$ cat src/rtl/pftc_pkg.sv
// ---------------------------------------------------------------------------
// pftc_pkg
// Types, constants and rate tables shared by the pixel fade blocks.
// ---------------------------------------------------------------------------
package pftc_pkg;

	localparam int unsigned NUM_LANES = 4;
	localparam int unsigned CHAN_W    = 8;
	localparam int unsigned PIXEL_W   = NUM_LANES * CHAN_W;

	typedef logic [CHAN_W-1:0]  chan_t;
	typedef logic [PIXEL_W-1:0] pixel_t;
	typedef logic [2:0]         rate_t;
	typedef logic [3:0]         shift_t;

	localparam pixel_t HALVE_MASK = 32'h7F7F7F7F;

	// difference is carried as 10-bit signed
	localparam logic signed [9:0] SNAP_LIMIT = 10'sd3;

	// register map, decoded on paddr[2]
	typedef enum logic {
		REG_TARGET = 1'b0,
		REG_RATE   = 1'b1
	} reg_idx_t;

	localparam int unsigned ADDR_W = 3;

	function automatic shift_t shift_hi(input rate_t r);
		shift_t s;
		case (r)
			3'd0:    s = 4'd0;
			3'd1:    s = 4'd1;
			3'd2:    s = 4'd1;
			3'd3:    s = 4'd1;
			3'd4:    s = 4'd2;
			3'd5:    s = 4'd3;
			3'd6:    s = 4'd4;
			default: s = 4'd6;
		endcase
		return s;
	endfunction

	function automatic shift_t shift_lo(input rate_t r);
		shift_t s;
		case (r)
			3'd0:    s = 4'd0;
			3'd1:    s = 4'd2;
			3'd2:    s = 4'd3;
			default: s = 4'd8;
		endcase
		return s;
	endfunction

endpackage

$ cat src/rtl/pftc_if.sv
// ---------------------------------------------------------------------------
// pftc_if
// Valid/ready pixel channels: input and output request interfaces.
// ---------------------------------------------------------------------------
interface pftc_in_if;
	import pftc_pkg::*;
	logic   valid;
	logic   ready;
	pixel_t pixel_in;

	modport source (output valid, output pixel_in, input ready);
	modport sink   (input valid, input pixel_in, output ready);
endinterface

interface pftc_out_if;
	import pftc_pkg::*;
	logic   valid;
	logic   ready;
	pixel_t pixel_out;

	modport source (output valid, output pixel_out, input ready);
	modport sink   (input valid, input pixel_out, output ready);
endinterface

$ cat src/rtl/pftc_lane.sv
// ---------------------------------------------------------------------------
// pftc_lane
// One color channel: step toward target with two floor shifts, snap when close.
// ---------------------------------------------------------------------------
module pftc_lane
	import pftc_pkg::*;
(
	input  chan_t  cur,
	input  chan_t  tgt,
	input  shift_t hs,
	input  shift_t ls,
	output chan_t  nxt
);

	logic signed [9:0]  diff;
	logic signed [10:0] step;
	logic        [10:0] sum;
	logic               snap;

	always_comb begin
		diff = $signed({2'b00, tgt}) - $signed({2'b00, cur});
		step = 11'(diff >>> hs) + 11'(diff >>> ls);
		sum  = {3'b000, cur} + step;
		snap = (diff < SNAP_LIMIT) && (diff > -SNAP_LIMIT);
		nxt  = snap ? tgt : sum[CHAN_W-1:0];
	end

endmodule

$ cat src/rtl/pftc_merge.sv
// ---------------------------------------------------------------------------
// pftc_merge
// Packs the lane results into one pixel, or halves the input pixel in
// fade-to-black mode, and holds the result in the output register.
// ---------------------------------------------------------------------------
module pftc_merge
	import pftc_pkg::*;
(
	input  logic                 clk,
	input  logic                 load,
	input  logic                 halve,
	input  pixel_t               pixel,
	input  chan_t [NUM_LANES-1:0] lane_chan,
	output pixel_t               pixel_q
);

	pixel_t packed_px;

	always_comb begin
		packed_px = pixel_t'(lane_chan);
	end

	always_ff @(posedge clk) begin
		if (load) begin
			pixel_q <= halve ? ((pixel >> 1) & HALVE_MASK) : packed_px;
		end
	end

endmodule

$ cat src/rtl/pixel_fade_toward_color.sv
// ---------------------------------------------------------------------------
// pixel_fade_toward_color
// Input requests pass the input register and then the output register.
// Throughput: a pixel per cycle unless stalled; four channel lanes run in parallel.
// An input is still taken while a result waits, as long as the input stage is free.
// Reset: arst_n clears valid flags, target color and rate select to zero.
// ---------------------------------------------------------------------------
module pixel_fade_toward_color
	import pftc_pkg::*;
(
	input  logic              clk,
	input  logic              arst_n,
	pftc_in_if.sink           pix_in,
	pftc_out_if.source        pix_out,
	input  logic              psel,
	input  logic              penable,
	input  logic              pwrite,
	input  logic [ADDR_W-1:0] paddr,
	input  logic [31:0]       pwdata,
	output logic [31:0]       prdata,
	output logic              pready
);

	pixel_t target_color_q;
	rate_t  rate_sel_q;
	logic   cfg_wr;

	logic   valid_s1;
	pixel_t pixel_s1;
	logic   valid_s2;
	logic   load_s2;
	logic   load_s1;

	chan_t [NUM_LANES-1:0] lane_chan;
	shift_t                hs;
	shift_t                ls;

	// configuration
	assign pready = 1'b1;
	assign cfg_wr = psel && penable && pwrite;

	always_ff @(posedge clk or negedge arst_n) begin
		if (!arst_n) begin
			target_color_q <= '0;
			rate_sel_q     <= '0;
		end else if (cfg_wr) begin
			unique case (reg_idx_t'(paddr[2]))
				REG_TARGET: target_color_q <= pwdata;
				REG_RATE:   rate_sel_q     <= pwdata[2:0];
				default:    ;
			endcase
		end
	end

	always_comb begin
		unique case (reg_idx_t'(paddr[2]))
			REG_TARGET: prdata = target_color_q;
			REG_RATE:   prdata = {29'd0, rate_sel_q};
			default:    prdata = '0;
		endcase
	end

	// pipeline control
	assign load_s2      = valid_s1 && (!valid_s2 || pix_out.ready);
	assign load_s1      = pix_in.valid && pix_in.ready;
	assign pix_in.ready = !valid_s1 || load_s2;

	always_ff @(posedge clk or negedge arst_n) begin
		if (!arst_n) begin
			valid_s1 <= 1'b0;
			valid_s2 <= 1'b0;
		end else begin
			if (load_s1) begin
				valid_s1 <= 1'b1;
			end else if (load_s2) begin
				valid_s1 <= 1'b0;
			end
			if (load_s2) begin
				valid_s2 <= 1'b1;
			end else if (pix_out.ready) begin
				valid_s2 <= 1'b0;
			end
		end
	end

	always_ff @(posedge clk) begin
		if (load_s1) begin
			pixel_s1 <= pix_in.pixel_in;
		end
	end

	// lanes
	assign hs = shift_hi(rate_sel_q);
	assign ls = shift_lo(rate_sel_q);

	for (genvar g = 0; g < NUM_LANES; g++) begin : g_lane
		pftc_lane u_lane (
			.cur (pixel_s1[g*CHAN_W +: CHAN_W]),
			.tgt (target_color_q[g*CHAN_W +: CHAN_W]),
			.hs  (hs),
			.ls  (ls),
			.nxt (lane_chan[g])
		);
	end

	pftc_merge u_merge (
		.clk       (clk),
		.load      (load_s2),
		.halve     (rate_sel_q == 3'd0),
		.pixel     (pixel_s1),
		.lane_chan (lane_chan),
		.pixel_q   (pix_out.pixel_out)
	);

	assign pix_out.valid = valid_s2;

endmodule

$ cat src/flat_wrapper.sv
// flat-port wrapper written by rule: the top's interface ports become plain ports
module pixel_fade_toward_color_flat import pftc_pkg::*;
  (clk, arst_n, psel, penable, pwrite, paddr, pwdata, prdata, pready, pix_in_valid, pix_in_pixel_in, pix_in_ready, pix_out_valid, pix_out_pixel_out, pix_out_ready);
  pftc_in_if pix_in_i ();
  pftc_out_if pix_out_i ();
  input  logic clk;
  input  logic arst_n;
  input  logic psel;
  input  logic penable;
  input  logic pwrite;
  input  logic [ADDR_W-1:0] paddr;
  input  logic [31:0] pwdata;
  output logic [31:0] prdata;
  output logic pready;
  input wire logic [$bits(pix_in_i.valid)-1:0] pix_in_valid;
  input wire logic [$bits(pix_in_i.pixel_in)-1:0] pix_in_pixel_in;
  output wire logic [$bits(pix_in_i.ready)-1:0] pix_in_ready;
  output wire logic [$bits(pix_out_i.valid)-1:0] pix_out_valid;
  output wire logic [$bits(pix_out_i.pixel_out)-1:0] pix_out_pixel_out;
  input wire logic [$bits(pix_out_i.ready)-1:0] pix_out_ready;
  assign pix_in_i.valid = pix_in_valid;
  assign pix_in_i.pixel_in = pix_in_pixel_in;
  assign pix_in_ready = pix_in_i.ready;
  assign pix_out_valid = pix_out_i.valid;
  assign pix_out_pixel_out = pix_out_i.pixel_out;
  assign pix_out_i.ready = pix_out_ready;
  pixel_fade_toward_color u_core (.clk(clk), .arst_n(arst_n), .pix_in(pix_in_i), .pix_out(pix_out_i), .psel(psel), .penable(penable), .pwrite(pwrite), .paddr(paddr), .pwdata(pwdata), .prdata(prdata), .pready(pready));
endmodule
$ cat config.mk
export PLATFORM = sky130hd
export DESIGN_NAME = pixel_fade_toward_color_flat
export DESIGN_NICKNAME = d
export VERILOG_FILES = /design/src/rtl/pftc_pkg.sv /design/src/rtl/pftc_if.sv /design/src/rtl/pftc_lane.sv /design/src/rtl/pftc_merge.sv /design/src/rtl/pixel_fade_toward_color.sv /design/src/flat_wrapper.sv
export SDC_FILE = /design/constraint.sdc
export NUM_CORES = 1
export LEC_CHECK = 0
export BUFFER_PORTS_ARGS = -buffer_cell sky130_fd_sc_hd__buf_2
export CORE_MARGIN = 2
export CORE_UTILIZATION = 35
export CTS_BUF_LIST = sky130_fd_sc_hd__clkbuf_4
export DETAILED_ROUTE_END_ITERATION = 16
export GPL_ROUTABILITY_DRIVEN = 0
export PLACE_DENSITY_LB_ADDON = 0.05
export SYNTH_ARGS = -nofsm -noshare
export SYNTH_HDL_FRONTEND = slang
export SYNTH_SLANG_ARGS = --single-unit
export TNS_END_PERCENT = 50
$ cat constraint.sdc
create_clock -name clk -period 5.44 [get_ports clk]
set_input_delay 1.088 -clock clk [delete_from_list [all_inputs] [get_ports clk]]
set_output_delay 1.088 -clock clk [all_outputs]
set_load 0.01 [all_outputs]
==> results.py <==
metrics = {
    "status": {
        "status": "finished clean",
    },
    "die": {
        "die_y_um": 174,
        "start_util_pct": 35.4,
        "dieWidth_um": 174,
        "die_area_um2": 30300,
        "boundaryPins": 141,
        "num_rows": 62,
        "fp.coreArea_um2": 28600,
    },
    "logic_synthesis": {
        "dominantRegCellSynth": "edfxtp_1",
        "synth_fp_nets": 1302,
        "syn_inst": 1133,
        "yosysWarnings": 0,
        "synth_commonest_cells": "109 x inv_1, 84 x a21oi_1, 78 x nor2_1, 74 x nand2_1, 67 x o21ai_0",
        "ys_top_cells_by_area": "edfxtp_1 19%, dfrtp_1 9.1%, ha_1 7.3%, fa_1 7.1%, mux2_2 5.2%",
        "syn_area_um2": 10100,
        "yosysMostFrequentCell": "inv_1",
        "synth_cell_types": 83,
        "avgSynthCellArea_um2": 8.94,
        "async_reset_ff_share_pct": 36.6,
        "synth_edf_count": 64,
        "synth_top_cell_by_area": "edfxtp_1",
        "ys_ff_latch": 101,
        "yosysSeqAreaShare_pct": 28.1,
        "netlist.area_leader.share_pct": 19.0,
    },
    "detailed_routing": {
        "drc": 0,
        "drt_wl_total_mm": 29.9,
        "postRouteAntennaNets": 0,
        "drtIter0Drc": 477,
        "drt-pass1-iter-count": 5,
        "routedWlPerCell_um": 18.2,
        "vias": 8706,
        "vias_per_cell": 5.30,
    },
    "worst_hold_path": {
        "hold_depth": 1,
        "hold_class": "register to register",
    },
    "power_and_ir_drop": {
        "powerDensity_nw_per_um2": 628,
        "ir_worst_vdd_mv": 0.218,
        "p_leak_uw": 0.00510,
    },
    "placed_design": {
        "pre_cts_slack_ps": 279,
        "dpl_cell_area_um2": 11300,
        "dpl.hpwl_mm": 21.9,
        "portBuffers": 137,
    },
    "global_routing": {
        "grt_pass1_wl_mm": 47.9,
        "grt_max_degree": 42,
        "antenna_found_initial": 1,
        "grtUsageTotal_pct": 20.0,
        "grt_overflow": 0,
        "first_global_vias": 8450,
    },
    "critical_path": {
        "reg2reg_depth": 19,
        "cp-end-kind": "register",
        "crit_required_ps": 5800,
        "crit_fanout": 5,
        "cp.arrival_ps": 5430,
        "start_kind": "register",
        "path_class": "register to register",
    },
    "sta": {
        "rsz0062_at_grt": "no",
        "skew_ps": 11.4,
        "fin_ws_ps": 365,
        "fmax_mhz": 197,
        "fin_crit_sh_pct": 93.3,
        "finalSetupTns_ps": 0,
        "finalSetupViolCount": 0,
        "worst_pin_slew_ps": 1000,
        "period_minus_slack_ps": 5080,
        "timing.final.max_slew_violations": 0,
        "final_hold_viol_count": 0,
        "max_slew_margin_pct": 32.8,
    },
    "cts": {
        "cts_tree": "built",
        "clk_latency_ps": 500,
        "clock_path_buffers": 2,
        "htree_levels": 3,
        "cts_root_buf": "clkbuf_4",
        "path_clk_slew_ps": 160,
        "clkSinkCount": 101,
        "cts_made_buffers": 9,
    },
    "job": {
        "maxCapViolations": 0,
    },
    "layout": {
        "area_delta_synth_final_pct": 14.2,
        "drive_gt1_share_pct": 22.5,
        "final_nets": 1423,
        "design_area_um2": 11600,
    },
}
## registers in the layout, summed over array words and instances (netlist names)
signal and cells:
u_core.pix_out.valid 1, u_core.pixel_s1 32, u_core.rate_sel_q 3, u_core.target_color_q 32, u_core.u_merge.pixel_q 32, u_core.valid_s1 1
## placed cells by master (no fill, tap or decap), drive strengths merged, types with 5 or more instances in the layout
| cell | count |
|---|---|
| inv | 109 |
| and2 | 8 |
| a21oi | 87 |
| fa | 36 |
| mux2 | 47 |
| dfrtp | 37 |
| or3 | 8 |
| nor2b | 33 |
| a21o | 19 |
| clkbuf | 11 |
| o221ai | 10 |
| o21a | 8 |
| and3 | 15 |
| buf | 171 |
| or4 | 10 |
| nand2 | 74 |
| edfxtp | 64 |
| a31oi | 5 |
| o211ai | 38 |
| xnor2 | 22 |
| nand4 | 10 |
| xor2 | 16 |
| mux4 | 5 |
| nor3 | 29 |
| a211o | 7 |
| nand2b | 13 |
| nor4 | 6 |
| nand3 | 20 |
| mux2i | 36 |
| a211oi | 21 |
| nor2 | 78 |
| ha | 59 |
| o21ai | 70 |
## layout make-up
cell class | count | area, µm²
Fill cell | 3002 | 17100
Multi-Input combinational cell | 861 | 6690
Sequential cell | 101 | 2850
Timing Repair Buffer | 171 | 953
Tap cell | 384 | 480
Inverter | 110 | 413
Clock inverter | 5 | 101
Clock buffer | 11 | 82.6
Antenna cell | 1 | 2.50
## repair_timing
| action | CTS | global route |
|---|---|---|
| hold buffers | 0 | 0 |
| gates resized for setup | 0 | 12 |
| buffers inserted | 0 | 2 |
| setup endpoints to repair | 0 | 2 |
## critical path: stages, from the launching register on
cell and delay [ps]:
dfrtp_1 420, inv_1 110, ha_1 190, inv_1 60
fa_1 410, a21oi_2 200, o211ai_2 190, o31a_1 420
nand2_1 120, o31ai_1 80, a221oi_2 340, fa_1 480
ha_1 330, nor2b_1 150, o21ai_0 320, a21boi_1 140
o21ai_0 230, a21oi_1 100, or4b_1 480, a21oi_1 160
## report_power, final
part	internal, µW	switching [µW]
logic	2410	3030
registers	1170	148
clock network	241	273
total	3820	3450
## cells by family after synthesis
logic type / count (synthesis) / share of synthesized area (%)
compound gates: 311 / 20.4
xor+xnor: 38 / 3.43
fa+ha+maj: 95 / 14.4
buf+inv: 171 / 6.57
flops: 101 / 28.1
mux: 88 / 9.93
other cells: 1 / 0.0370
simple gates: 328 / 17.1
## metal layers
| metal | GRT usage, % | vias to the layer above | part of all wire, % |
|---|---|---|---|
| met5 | 0 | - | 0 |
| met4 | 4.10 | 0 | 1.2 |
| met3 | 2.56 | 19 | 3.3 |
| met2 | 31.5 | 178 | 45 |
| met1 | 29.4 | 4158 | 50 |
| li1 | - | 4351 | - |
## metrics by stage
stage	utilization, %	total power, µW	hold slack [ps]	std cells
2_1_floorplan	-	5340	449	1133
3_3_place_gp	39.5	6740	455	1625
3_5_place_dp	39.5	6720	472	1625
4_1_cts	40.2	7300	511	1641
5_1_grt	40.4	8100	538	1644
6_report	40.4	7270	504	1644
## path summary, 6_finish.rpt
| path | slack (ps) | from | endpoint |
|---|---|---|---|
| worst max-delay path | 360 | u_core.target_color_q[24] | u_core.u_merge.pixel_q[31] |
| worst min-delay path | 500 | u_core.valid_s1 | u_core.pix_out.valid |
| worst max register to register | 360 | u_core.target_color_q[24] | u_core.u_merge.pixel_q[31] |
| worst min register to register | 500 | u_core.valid_s1 | u_core.pix_out.valid |
| max in group asynchronous | 4360 | arst_n | u_core.rate_sel_q[0] |
| min in group asynchronous | 640 | arst_n | u_core.target_color_q[12] |
Note: power is estimated with default switching activity, not from simulation.
